$ cat config.mk
export PLATFORM = sky130hd
export DESIGN_NAME = vcst_ram
export DESIGN_NICKNAME = d
export VERILOG_FILES = /design/src/rtl/core/vcst_ram.sv
export SDC_FILE = /design/constraint.sdc
export NUM_CORES = 1
export LEC_CHECK = 0
export ABC_AREA = 1
export BUFFER_PORTS_ARGS = -buffer_cell sky130_fd_sc_hd__buf_4
export CELL_PAD_IN_SITES_DETAIL_PLACEMENT = 0
export CELL_PAD_IN_SITES_GLOBAL_PLACEMENT = 1
export CORE_ASPECT_RATIO = 0.5
export CORE_MARGIN = 10
export CORE_UTILIZATION = 49
export CTS_CLUSTER_SIZE = 12
export DETAILED_ROUTE_END_ITERATION = 16
export PLACE_DENSITY = 0.91
export SYNTH_ARGS = -nofsm -noshare
export SYNTH_HDL_FRONTEND = slang
export SYNTH_SLANG_ARGS = --single-unit
export TNS_END_PERCENT = 5
$ cat constraint.sdc
create_clock -name clk -period 1.3 [get_ports clk]
set_input_delay 0.065 -clock clk [delete_from_list [all_inputs] [get_ports clk]]
set_output_delay 0.065 -clock clk [all_outputs]
set_load 0.03 [all_outputs]
$ cat src/rtl/core/vcst_ram.sv
// Generic simple dual-port RAM: one write port, one read port, registered read.
// No dependencies.
`timescale 1ns / 1ps
`default_nettype none
module vcst_ram #(
  parameter int WIDTH = 8,
  parameter int DEPTH = 16,
  localparam int AW = (DEPTH > 1) ? $clog2(DEPTH) : 1
) (
  input  wire logic             clk,
  input  wire logic             wr_en,
  input  wire logic [AW-1:0]    wr_addr,
  input  wire logic [WIDTH-1:0] wr_data,
  input  wire logic             rd_en,
  input  wire logic [AW-1:0]    rd_addr,
  output logic      [WIDTH-1:0] rd_data
);

  logic [WIDTH-1:0] mem_r [DEPTH];
  logic [WIDTH-1:0] rd_data_r;

  always_ff @(posedge clk) begin
    if (wr_en) begin
      mem_r[wr_addr] <= wr_data;
    end
    if (rd_en) begin
      rd_data_r <= mem_r[rd_addr];
    end
  end

  assign rd_data = rd_data_r;

endmodule
`default_nettype wire

==> results.toml <==
[grt]
grt_usage = 0.158
first_global_vias = 3839
grt_max_degree = 52
grt_pass1_wl_um = 20600
gr-total-overflow = 0
antenna_found_initial = 0

[floorplan]
core-area_mm2 = 0.0117
die_area_mm2 = 0.0170
std_cell_rows = 28
start_util = 0.498
die_w_um = 174
io_pins = 27
die_h_um = 97.2

[placement]
io_buffers = 26
pre_cts_ws_ps = 50.2
post-dp-hpwl_um = 8000
place_congestion = 0.834

[route]
first_pass_iters = 4
viasPerCell = 5.01
route.detailed.drc = 0
vias = 3933
drt_iter0_drc = 448
drtAntennaViolNets = 0
wl_per_cell_um = 16.8
wirelength_um = 13200

[timing]
timing.slew.headroom = 0.787
setup_violations = 0
tightest_slew_ps = 319
min_period_ps = 1140
fin_ws_ps = 156
fmax_mhz = 874
tns_ps = 0
hold_viol_final = 0
worst_clock_skew_ps = 6.74
finalCritPeriodShare = 0.880
rsz0062_at_grt = "no"
drv_slew = 0

[final_layout]
fillers = 874
multiInputGateArea_mm2 = 0.00121
regArea_mm2 = 0.00408
syn_to_final_growth_pct = 21.2
layout_common_cells = "173 x nand2_1, 136 x edfxtp_1, 100 x inv_1"
layout.nets = 626
antennaDiodeCount = 0
final_common_cell = "nand2_1"
drive_gt1_frac = 0.135

[setup_path]
worstRegToRegCells = 6
crit_type = "reg2reg"
r2r-start = "mem_r[2][4]$_DFFE_PP_"
cp-start-kind = "flop"
r2r-end = "rd_data[4]$_DFFE_PP_"
critical_path.startpoint = "mem_r[2][4]$_DFFE_PP_"
critPathArrivalTime_ps = 1310
crit_end = "rd_data[4]$_DFFE_PP_"
endpoint_kind = "flop"
critical_path.max_fanout = 1
regToRegSetupSlack_ps = 160
worstPathRequired_ps = 1460

[job]
drv_cap = 0

[clock_network]
h-tree-depth = 4
cts_resized = 0
path_clk_slew_ps = 60
postCtsSetupRepairBufs = 0
clk_latency_ps = 410
numCtsBuffers = 17
clockRootBuffer = "clkbuf_16"
cts_tree = "done"
cts_sinks = 136
cts_buffer_depth = 2

[logic_synthesis]
ys_ff_latch = 136
syn_area_per_cell_um2 = 10.6
yosys_warnings = 0
synthesis.nets = 570
yosys.area.top_type = "edfxtp_1"
synth_cells = 551
synth_area_mm2 = 0.00585
synthTopCellsByArea = "edfxtp_1 70%, nand2_1 11%, nand3_1 8.3%"
synth_top_area_share = 0.698
synth_cell_types = 11
yosysSeqAreaShare = 0.698

[pwr]
total_power_mw = 11.0
ir_drop_v = 0.00101
powerDensity_mw_per_mm2 = 1550
leakagePower_nw = 3.06

[min_path]
hp-class = "in2reg"

[run_status]
outcome = "complete, no violations"
==> cell usage after synthesis <==
cell type / n
buf_1: 1
buf_2: 13
buf_4: 4
buf_6: 6
edfxtp_1: 136
inv_1: 100
inv_2: 2
nand2_1: 173
nand3_1: 97
nand3b_1: 2
nor2_1: 17
==> how the worst min path moves through the flow <==
stage                           from                     to  cells past startpoint
final                     wr_data[7]  mem_r[2][7]$_DFFE_PP_                      1
after global routing      wr_data[7]  mem_r[1][7]$_DFFE_PP_                      1
after CTS                 wr_data[7]  mem_r[7][7]$_DFFE_PP_                      1
after detailed placement       rd_en   rd_data[7]$_DFFE_PP_                      1
after global placement         rd_en   rd_data[3]$_DFFE_PP_                      1
after floorplan           wr_data[0]  mem_r[0][0]$_DFFE_PP_                      0
==> per-layer routing <==
layer | track usage | vias to the layer above | routed length [µm]
met3 | 0.0337 | 20 | 871
met1 | 0.202 | 1865 | 5600
met5 | 0 | - | 0
met4 | 0.0686 | 0 | 246
li1 | - | 1895 | -
met2 | 0.255 | 153 | 6460
==> sequential cells by signal, indices dropped and copies added (netlist names) <==
signal,count
rd_data,8
mem_r,128
==> worst max-delay path, cell delays in order (launching register included) <==
cell and delay [ps]:
edfxtp_1 380, nand2_1 90, nand2_1 60, nand2_1 50, nand3_1 70, nand3_1 170
nand2_1 80
==> layout make-up <==
cell class	count	share of cell area
clock buffers	18	0.0606
clock inverters	14	0.0323
inverters	102	0.0540
multi-input cells	289	0.171
flip-flops and latches	136	0.576
well taps	165	0.0291
repair buffers	61	0.0763
==> power breakdown <==
group | switching [mW] | total, mW | internal [mW] | leakage, nW
Clock | 1.75 | 5.32 | 3.58 | 0.311
Combinational | 0.463 | 0.706 | 0.243 | 1.51
Sequential | 0.0290 | 4.97 | 4.94 | 1.24
Total | 2.24 | 11.0 | 8.76 | 3.06
==> logic make-up (layout without fill, tap and decap cells) <==
kind of cell,Yosys count,count (layout),synth area share
buf+inv,126,195,0.0939
flops,136,136,0.698
simple gates,289,289,0.208
==> timing repair <==
| item | CTS | global route |
|---|---|---|
| hold endpoints to repair | 94 | 0 |
| hold buffers | 8 | 0 |
| setup endpoints to repair | 0 | 0 |
==> per-stage QoR <==
stage	cell area [µm²]	utilization	std cells	hold slack (ps)
after floorplan	5850	-	551	164
after global placement	6350	0.541	745	377
after detailed placement	6350	0.541	745	388
after CTS	7090	0.604	785	13.5
after global routing	7090	0.604	785	19.9
final	7090	0.604	785	10.0
(Power assumes the default switching activity.)
